## src/design/buddy_block_allocator_unit_macros.svh

```systemverilog
// Assertion helpers shared by the allocator modules.
`ifndef BUDDY_BLOCK_ALLOCATOR_UNIT_MACROS_SVH
`define BUDDY_BLOCK_ALLOCATOR_UNIT_MACROS_SVH

// Same-cycle implication, disabled while reset is low.
`define BBA_ASSERT_IMP(lbl, clk, rst_n, ante, cons, msg) \
    lbl: assert property (@(posedge clk) disable iff (!rst_n) (ante) |-> (cons)) \
        else $error(msg);

// Next-cycle implication, disabled while reset is low.
`define BBA_ASSERT_NXT(lbl, clk, rst_n, ante, cons, msg) \
    lbl: assert property (@(posedge clk) disable iff (!rst_n) (ante) |=> (cons)) \
        else $error(msg);

`endif

```

## src/design/bba_pkg.sv

```systemverilog
package bba_pkg;

    localparam int REQ_W       = 24;
    localparam int NODE_IDX_W  = 15;
    localparam int OFF_W       = 32;
    localparam int STATUS_W    = 2;
    localparam int LEVEL_W     = 4;
    localparam int LEAF_W      = 16;
    localparam int WORD_BITS   = 32;
    localparam int WORD_SHIFT  = 5;
    localparam int BIT_W       = 5;
    localparam int APB_DATA_W  = 32;
    localparam int APB_ADDR_W  = 3;
    localparam int REG_SEL_BIT = 2;

    localparam logic [LEVEL_W-1:0]   LEVEL_COUNT_RESET = 4'd8;
    localparam logic [LEAF_W-1:0]    LEAF_BYTES_RESET  = 16'd64;
    // Word 0 after reset: only the root (node 1) is free.
    localparam logic [WORD_BITS-1:0] ROOT_WORD         = 32'h0000_0002;

    localparam logic OP_ALLOC = 1'b0;
    localparam logic OP_FREE  = 1'b1;

    localparam logic REG_LEVEL_COUNT = 1'b0;
    localparam logic REG_LEAF_BYTES  = 1'b1;

    typedef enum logic [STATUS_W-1:0] {
        STATUS_OK       = 2'd0,
        STATUS_NO_BLOCK = 2'd1,
        STATUS_BAD_NODE = 2'd2
    } t_bba_status;

    typedef enum logic [3:0] {
        ST_INIT,
        ST_IDLE,
        ST_DISPATCH,
        ST_SIZE,
        ST_SCAN_START,
        ST_SCAN,
        ST_TAKE,
        ST_SPLIT_RD,
        ST_SPLIT_WR,
        ST_FREE_RD,
        ST_FREE_CHK,
        ST_OFF_SIZE,
        ST_OFF_MUL,
        ST_RESULT
    } t_bba_state;

    typedef struct packed {
        logic        take;
        logic        init_write;
        logic        free_init;
        logic        size_shift;
        logic        scan_init;
        logic        scan_start;
        logic        scan_next;
        logic        scan_hit;
        logic        scan_down;
        logic        take_write;
        logic        split_write;
        logic        merge_write;
        logic        free_write;
        logic        descend;
        logic        read_node;
        logic        off_prep;
        logic        off_mul;
        logic        status_we;
        t_bba_status status_code;
        logic        load_out;
    } t_bba_cmd;

    typedef struct packed {
        logic init_last;
        logic is_free;
        logic bad_free;
        logic size_fit;
        logic lvl_is_one;
        logic hit;
        logic scan_last;
        logic k_is_one;
        logic at_target;
        logic merge;
        logic out_free;
    } t_bba_sts;

endpackage

```

## src/design/bba_ctrl.sv

```systemverilog
`include "buddy_block_allocator_unit_macros.svh"

module bba_ctrl (
    input  logic              i_clk,
    input  logic              i_rst_n,
    input  logic              i_in_valid,
    output logic              o_in_ready,
    input  bba_pkg::t_bba_sts i_sts,
    output bba_pkg::t_bba_cmd o_cmd
);

    bba_pkg::t_bba_state r_state;
    bba_pkg::t_bba_state n_state;

    always_ff @(posedge i_clk) begin
        if (!i_rst_n) begin
            r_state <= bba_pkg::ST_INIT;
        end else begin
            r_state <= n_state;
        end
    end

    always_comb begin
        n_state    = r_state;
        o_cmd      = '0;
        o_in_ready = 1'b0;
        unique case (r_state)
            bba_pkg::ST_INIT: begin
                o_cmd.init_write = 1'b1;
                if (i_sts.init_last) begin
                    n_state = bba_pkg::ST_IDLE;
                end
            end
            bba_pkg::ST_IDLE: begin
                o_in_ready = 1'b1;
                if (i_in_valid) begin
                    o_cmd.take = 1'b1;
                    n_state    = bba_pkg::ST_DISPATCH;
                end
            end
            bba_pkg::ST_DISPATCH: begin
                priority if (!i_sts.is_free) begin
                    n_state = bba_pkg::ST_SIZE;
                end else if (i_sts.bad_free) begin
                    o_cmd.status_we   = 1'b1;
                    o_cmd.status_code = bba_pkg::STATUS_BAD_NODE;
                    n_state           = bba_pkg::ST_RESULT;
                end else begin
                    o_cmd.free_init = 1'b1;
                    n_state         = bba_pkg::ST_FREE_RD;
                end
            end
            bba_pkg::ST_SIZE: begin
                // Walk up from the deepest level until the block holds the request.
                priority if (i_sts.size_fit) begin
                    o_cmd.scan_init = 1'b1;
                    n_state         = bba_pkg::ST_SCAN_START;
                end else if (i_sts.lvl_is_one) begin
                    o_cmd.status_we   = 1'b1;
                    o_cmd.status_code = bba_pkg::STATUS_NO_BLOCK;
                    n_state           = bba_pkg::ST_RESULT;
                end else begin
                    o_cmd.size_shift = 1'b1;
                end
            end
            bba_pkg::ST_SCAN_START: begin
                o_cmd.scan_start = 1'b1;
                n_state          = bba_pkg::ST_SCAN;
            end
            bba_pkg::ST_SCAN: begin
                priority if (i_sts.hit) begin
                    o_cmd.scan_hit = 1'b1;
                    n_state        = bba_pkg::ST_TAKE;
                end else if (i_sts.scan_last && i_sts.k_is_one) begin
                    o_cmd.status_we   = 1'b1;
                    o_cmd.status_code = bba_pkg::STATUS_NO_BLOCK;
                    n_state           = bba_pkg::ST_RESULT;
                end else if (i_sts.scan_last) begin
                    o_cmd.scan_down = 1'b1;
                    n_state         = bba_pkg::ST_SCAN_START;
                end else begin
                    o_cmd.scan_next = 1'b1;
                end
            end
            bba_pkg::ST_TAKE: begin
                o_cmd.take_write = 1'b1;
                if (i_sts.at_target) begin
                    n_state = bba_pkg::ST_OFF_SIZE;
                end else begin
                    o_cmd.descend = 1'b1;
                    n_state       = bba_pkg::ST_SPLIT_RD;
                end
            end
            bba_pkg::ST_SPLIT_RD: begin
                o_cmd.read_node = 1'b1;
                n_state         = bba_pkg::ST_SPLIT_WR;
            end
            bba_pkg::ST_SPLIT_WR: begin
                o_cmd.split_write = 1'b1;
                if (i_sts.at_target) begin
                    n_state = bba_pkg::ST_OFF_SIZE;
                end else begin
                    o_cmd.descend = 1'b1;
                    n_state       = bba_pkg::ST_SPLIT_RD;
                end
            end
            bba_pkg::ST_FREE_RD: begin
                o_cmd.read_node = 1'b1;
                n_state         = bba_pkg::ST_FREE_CHK;
            end
            bba_pkg::ST_FREE_CHK: begin
                if (i_sts.merge) begin
                    o_cmd.merge_write = 1'b1;
                    n_state           = bba_pkg::ST_FREE_RD;
                end else begin
                    o_cmd.free_write = 1'b1;
                    n_state          = bba_pkg::ST_OFF_SIZE;
                end
            end
            bba_pkg::ST_OFF_SIZE: begin
                o_cmd.off_prep = 1'b1;
                n_state        = bba_pkg::ST_OFF_MUL;
            end
            bba_pkg::ST_OFF_MUL: begin
                o_cmd.off_mul     = 1'b1;
                o_cmd.status_we   = 1'b1;
                o_cmd.status_code = bba_pkg::STATUS_OK;
                n_state           = bba_pkg::ST_RESULT;
            end
            bba_pkg::ST_RESULT: begin
                if (i_sts.out_free) begin
                    o_cmd.load_out = 1'b1;
                    n_state        = bba_pkg::ST_IDLE;
                end
            end
            default: begin
                n_state = bba_pkg::ST_IDLE;
            end
        endcase
    end

    `BBA_ASSERT_NXT(a_accept_leaves_idle, i_clk, i_rst_n, i_in_valid && o_in_ready, r_state != bba_pkg::ST_IDLE, "accepted request did not start work")

endmodule

```

## config.mk

```make
export PLATFORM = sky130hd
export DESIGN_NAME = bba_ctrl
export DESIGN_NICKNAME = d
export VERILOG_FILES = /design/src/design/bba_pkg.sv /design/src/design/bba_ctrl.sv
export VERILOG_INCLUDE_DIRS = /design/src /design/src/design
export SDC_FILE = /design/constraint.sdc
export NUM_CORES = 1
export LEC_CHECK = 0
export BUFFER_PORTS_ARGS = -buffer_cell sky130_fd_sc_hd__buf_2
export CORE_MARGIN = 4
export CORE_UTILIZATION = 35
export CTS_CLUSTER_SIZE = 8
export DETAILED_ROUTE_END_ITERATION = 8
export GPL_ROUTABILITY_DRIVEN = 0
export GPL_TIMING_DRIVEN = 0
export PLACE_DENSITY = 0.67
export SETUP_SLACK_MARGIN = 0.02
export SLEW_MARGIN = 20
export SYNTH_ARGS = -nofsm -noshare
export SYNTH_HDL_FRONTEND = slang
export SYNTH_SLANG_ARGS = --single-unit
```

## constraint.sdc

```tcl
create_clock -name i_clk -period 2.85 [get_ports i_clk]
set_input_delay 0.285 -clock i_clk [delete_from_list [all_inputs] [get_ports i_clk]]
set_output_delay 0.285 -clock i_clk [all_outputs]
set_load 0.05 [all_outputs]
```

== Yosys cells after proc, flatten, opt, wreduce, memory -nomap -nowiden ==
Cells that the tools add are included.

* Equality and inequality tests: 18
* Multiplexer cells: 52
* Reduce and logical (&&, ||, !) cells: 5

{| class="wikitable"
|+ Operators with widths
! cell !! count
|-
| 4-bit one-hot mux with 13 select lines || 1
|-
| 4-bit two-way mux || 10
|-
| 1-bit two-way mux || 29
|-
| 4-bit equality test, second input constant || 6
|-
| 3-bit two-way mux || 8
|-
| 4-bit by 3-bit equality test with 1-bit output, second input constant || 4
|-
| 3-bit one-hot mux with 4 select lines || 1
|-
| 4-bit by 2-bit equality test with 1-bit output, second input constant || 2
|-
| 2-bit two-way mux || 3
|-
| 2-bit != test, second input constant || 3
|-
| 5-bit AND reduction || 1
|-
| 4-bit by 1-bit equality test with 1-bit output, second input constant || 1
|-
| 4-bit zero test || 1
|-
| 4-bit != test, second input constant || 1
|-
| 2-bit OR reduction || 2
|-
| 3-bit != test, second input constant || 1
|-
| 1-bit logical AND || 1
|}

* Bits in registers: 4
* Logic and storage cells: 76

== Longest topological paths before layout ==
* Depth in word-level cells: 4
* Gate-level depth with buffers: 6

== Worst setup path after synthesis ==
Ideal clock, no wire load.

* Path type: register to output
* From: register r_state[0]
* To: output o_cmd[20] (netlist bit)
* Data arrival time: 2.513 ns
* Data required time: 2.565 ns
* Path slack: 0.052 ns
* Stages on the path, launching flop included: 5
* Cell sequence: dfxtp_1 buf_2 buf_1 nor3b_1 and2_1

{| class="wikitable"
|+ RTL lines
! element !! RTL line !! RTL
|-
| start, declared || bba_ctrl.sv:12 || <nowiki>bba_pkg::t_bba_state r_state;</nowiki>
|-
| start signal, assigned || bba_ctrl.sv:17 || <nowiki>r_state <= bba_pkg::ST_INIT;</nowiki>
|-
| start signal, assigned || bba_ctrl.sv:19 || <nowiki>r_state <= n_state;</nowiki>
|-
| end, declared || bba_ctrl.sv:9 || <nowiki>output bba_pkg::t_bba_cmd o_cmd</nowiki>
|}

==> out/qor.yml <==
synth_mux_area_share_pct: 0
cts_root_buffer: "clkbuf_4"
largest_register_ffs: 4
synth_fp_nets: 102
cp_data_required_time_ns: 2.57
drtIter0Drc: 9
start_util_pct: 38.3
async_flop_share_pct: 0
die_x_um: 49.3
leakage_uw: 0.000405
grt_max_degree: 11
pre_cts_ws_ns: 1.03
r2r_start: "r_state[0]$_SDFFE_PN0P_"
status: "finished clean"
setup_violations: 0
drv_slew: 0
reg.largest.list: "r_state (4)"
synth_area_leader_cell: "dfxtp_1"
tightest_slew_ns: 0.415
wl_mm: 1.96
synth.avg_cell_area_um2: 6.78
multiInputGateArea_um2: 447
path_clk_slew_ns: 0.04
num_antenna_cells: 0
drc: 0
max_clock_freq_mhz: 474
clkPwrFrac_pct: 35.9
synthAdderAreaFrac_pct: 0
rows: 14
synthXorXnorAreaFrac_pct: 1.47
hold_viol_final: 0
finalSetupTns_ns: 0
drive_gt1_share_pct: 38.9
synth_top_family_by_area: "simple AND/OR/NAND/NOR gates"
critPathLaunch: "r_state[0]$_SDFFE_PN0P_"
antenna_found_initial: 0
htree_levels: 1
min_path_type: "input port to register"
cts_tree: "done"
first_pass_iters: 4
crit_path_end: "o_cmd[3]"
final_cells: 142
reg2reg_to: "r_state[0]$_SDFFE_PN0P_"
final_nets: 142
grtUsageTotal_pct: 16.6
fin_hold_ws_ns: 0.310
yosysUniqueCellTypes: 41
fin_skew_ns: 0.00268
grt_pass1_wl_mm: 3.19
maxCapViolCount: 0
max-vdd-ir-drop_uv: 229
synth_compound_area_share_pct: 27.9
synthTopCellsByCount: "14 x nor2_1, 12 x nor3_1, 6 x inv_1, 6 x nand2b_1"
worstPathMaxFanout: 9
ys_ff_latch: 4
crit_path_start_kind: "register"
hpwl_mm: 1.54
post-synth-top-count-cell: "nor2_1"
yosys.area_share.simple_pct: 45.5
grt_overflow: 0
worstRegToRegCells: 5
clock_latency_ns: 0.24
slew_headroom_pct: 72.1
path_class: "register to primary output"
yosys.area.top_type_share_pct: 13.4
yosysWarnings: 0
core_area_um2: 1560
die_height_um: 49.3
finalCritPeriodShare_pct: 74.0
top_register: "r_state"
num_vias: 808
wire_per_inst_um: 13.8
cts_sinks: 4
die-area_um2: 2430
ys_seq_area_share_pct: 13.4
area_delta_synth_final_pct: 36.5
net-switching-power_uw: 70.8
p_per_area_nw_per_um2: 244
placed_cells: 139
end_kind: "primary output"
intPower_uw: 128
via_per_inst: 5.69
layout_setup_ws_ns: 0.742
fillCellCount: 166
finalCriticalPeriod_ns: 2.11
r2r_slack_ns: 1.02
clock_tree.buffer_depth: 2
post_cts_buffers: 0
synth_ff_type: "dfxtp_1"
cts_buffers: 3
hold_buffers: 0
synthCells: 88
rsz0062_at_grt: "false"
seqCellArea_um2: 80.1
p_sw_share_pct: 35.6
pin_count: 36
combPwrFrac_pct: 34.7
ctsResizeCount: 0
pwr-share-seq_pct: 29.4
numPortBuffers: 35
synth_edf_count: 0
grt_pass1_vias: 708
worst_ep_arrival_time_ns: 1.82
synth_area_leaders: "dfxtp_1 13%, nor3_1 10%, nor2_1 8.8%"
drtAntennaViolNets: 0
netlist_area_um2: 597
[power by group through the flow]
| stage | combinational, uW | sequential [uW] | clock [uW] |
|---|---|---|---|
| 2_1_floorplan | 44.2 | 59.3 | 0 |
| 3_3_place_gp | 66.4 | 59.4 | 0 |
| 3_5_place_dp | 68.1 | 59.3 | 0 |
| 4_1_cts | 68.6 | 58.5 | 71.9 |
| 5_1_grt | 74.9 | 58.6 | 80.2 |
| 6_report | 69.1 | 58.5 | 71.5 |
[per-layer routing]
metal	global-route usage [%]	part of all wire (%)	vias to the layer above
met2	28.6	49	27
met1	20.3	44	380
met3	5.81	7.0	0
li1	-	-	401
met4	1.90	0	0
met5	0	0	-
[metrics by stage]
stage	power (uW)	utilization [%]	area (um^2)
CTS	199	52.2	815
detailed placement	127	50.8	792
global placement	126	50.8	792
global route	214	52.2	815
floorplan	103	-	597
finish	199	52.2	815
[critical path, cell delays in order, from the launching register on]
cell and delay [ns]:
dfxtp_1 0.29, buf_2 0.19, nand4bb_1 0.24, nor2_1 0.29
a32o_1 0.22, nand2b_1 0.10, buf_2 0.26
[layout make-up]
type / count / share of cell area (%)
multi-input cells: 70 / 54.8
repair buffers: 35 / 21.5
well taps: 16 / 2.46
clock buffers: 3 / 2.76
inverters: 7 / 3.23
flip-flops and latches: 4 / 9.83
plain buffers: 7 / 5.38
[placed cells by master, fill, tap and decap left out, types with 2 or more instances in the layout]
| master | instances |
|---|---|
| dfxtp_1 | 4 |
| clkbuf_4 | 3 |
| nand2b_1 | 6 |
| nand2_1 | 4 |
| a21oi_1 | 2 |
| o21ai_0 | 3 |
| nor3b_1 | 2 |
| a311oi_1 | 2 |
| inv_1 | 6 |
| nor2_1 | 14 |
| buf_4 | 2 |
| buf_2 | 37 |
| nor3_1 | 12 |
[worst min-delay path by stage]
stage / start / slack, ns / end / cells past startpoint
6_report: i_rst_n / 0.31 / r_state[1]$_SDFFE_PN0P_ / 3
5_1_grt: i_rst_n / 0.30 / r_state[0]$_SDFFE_PN0P_ / 2
4_1_cts: i_rst_n / 0.31 / r_state[1]$_SDFFE_PN0P_ / 3
3_5_place_dp: i_rst_n / 0.55 / r_state[1]$_SDFFE_PN0P_ / 3
3_3_place_gp: i_rst_n / 0.55 / r_state[1]$_SDFFE_PN0P_ / 3
2_1_floorplan: i_rst_n / 0.40 / r_state[1]$_SDFFE_PN0P_ / 2
[kinds of logic (layout without fill, tap and decap cells)]
family	count (synthesis)	count (layout)
and+or+nand+nor	48	48
AOI/OAI and AO/OA	21	21
xor gates and xnor gates	1	1
DFF	4	4
buffers and inverters	14	52
No activity file was read; power rests on OpenSTA's default activity.
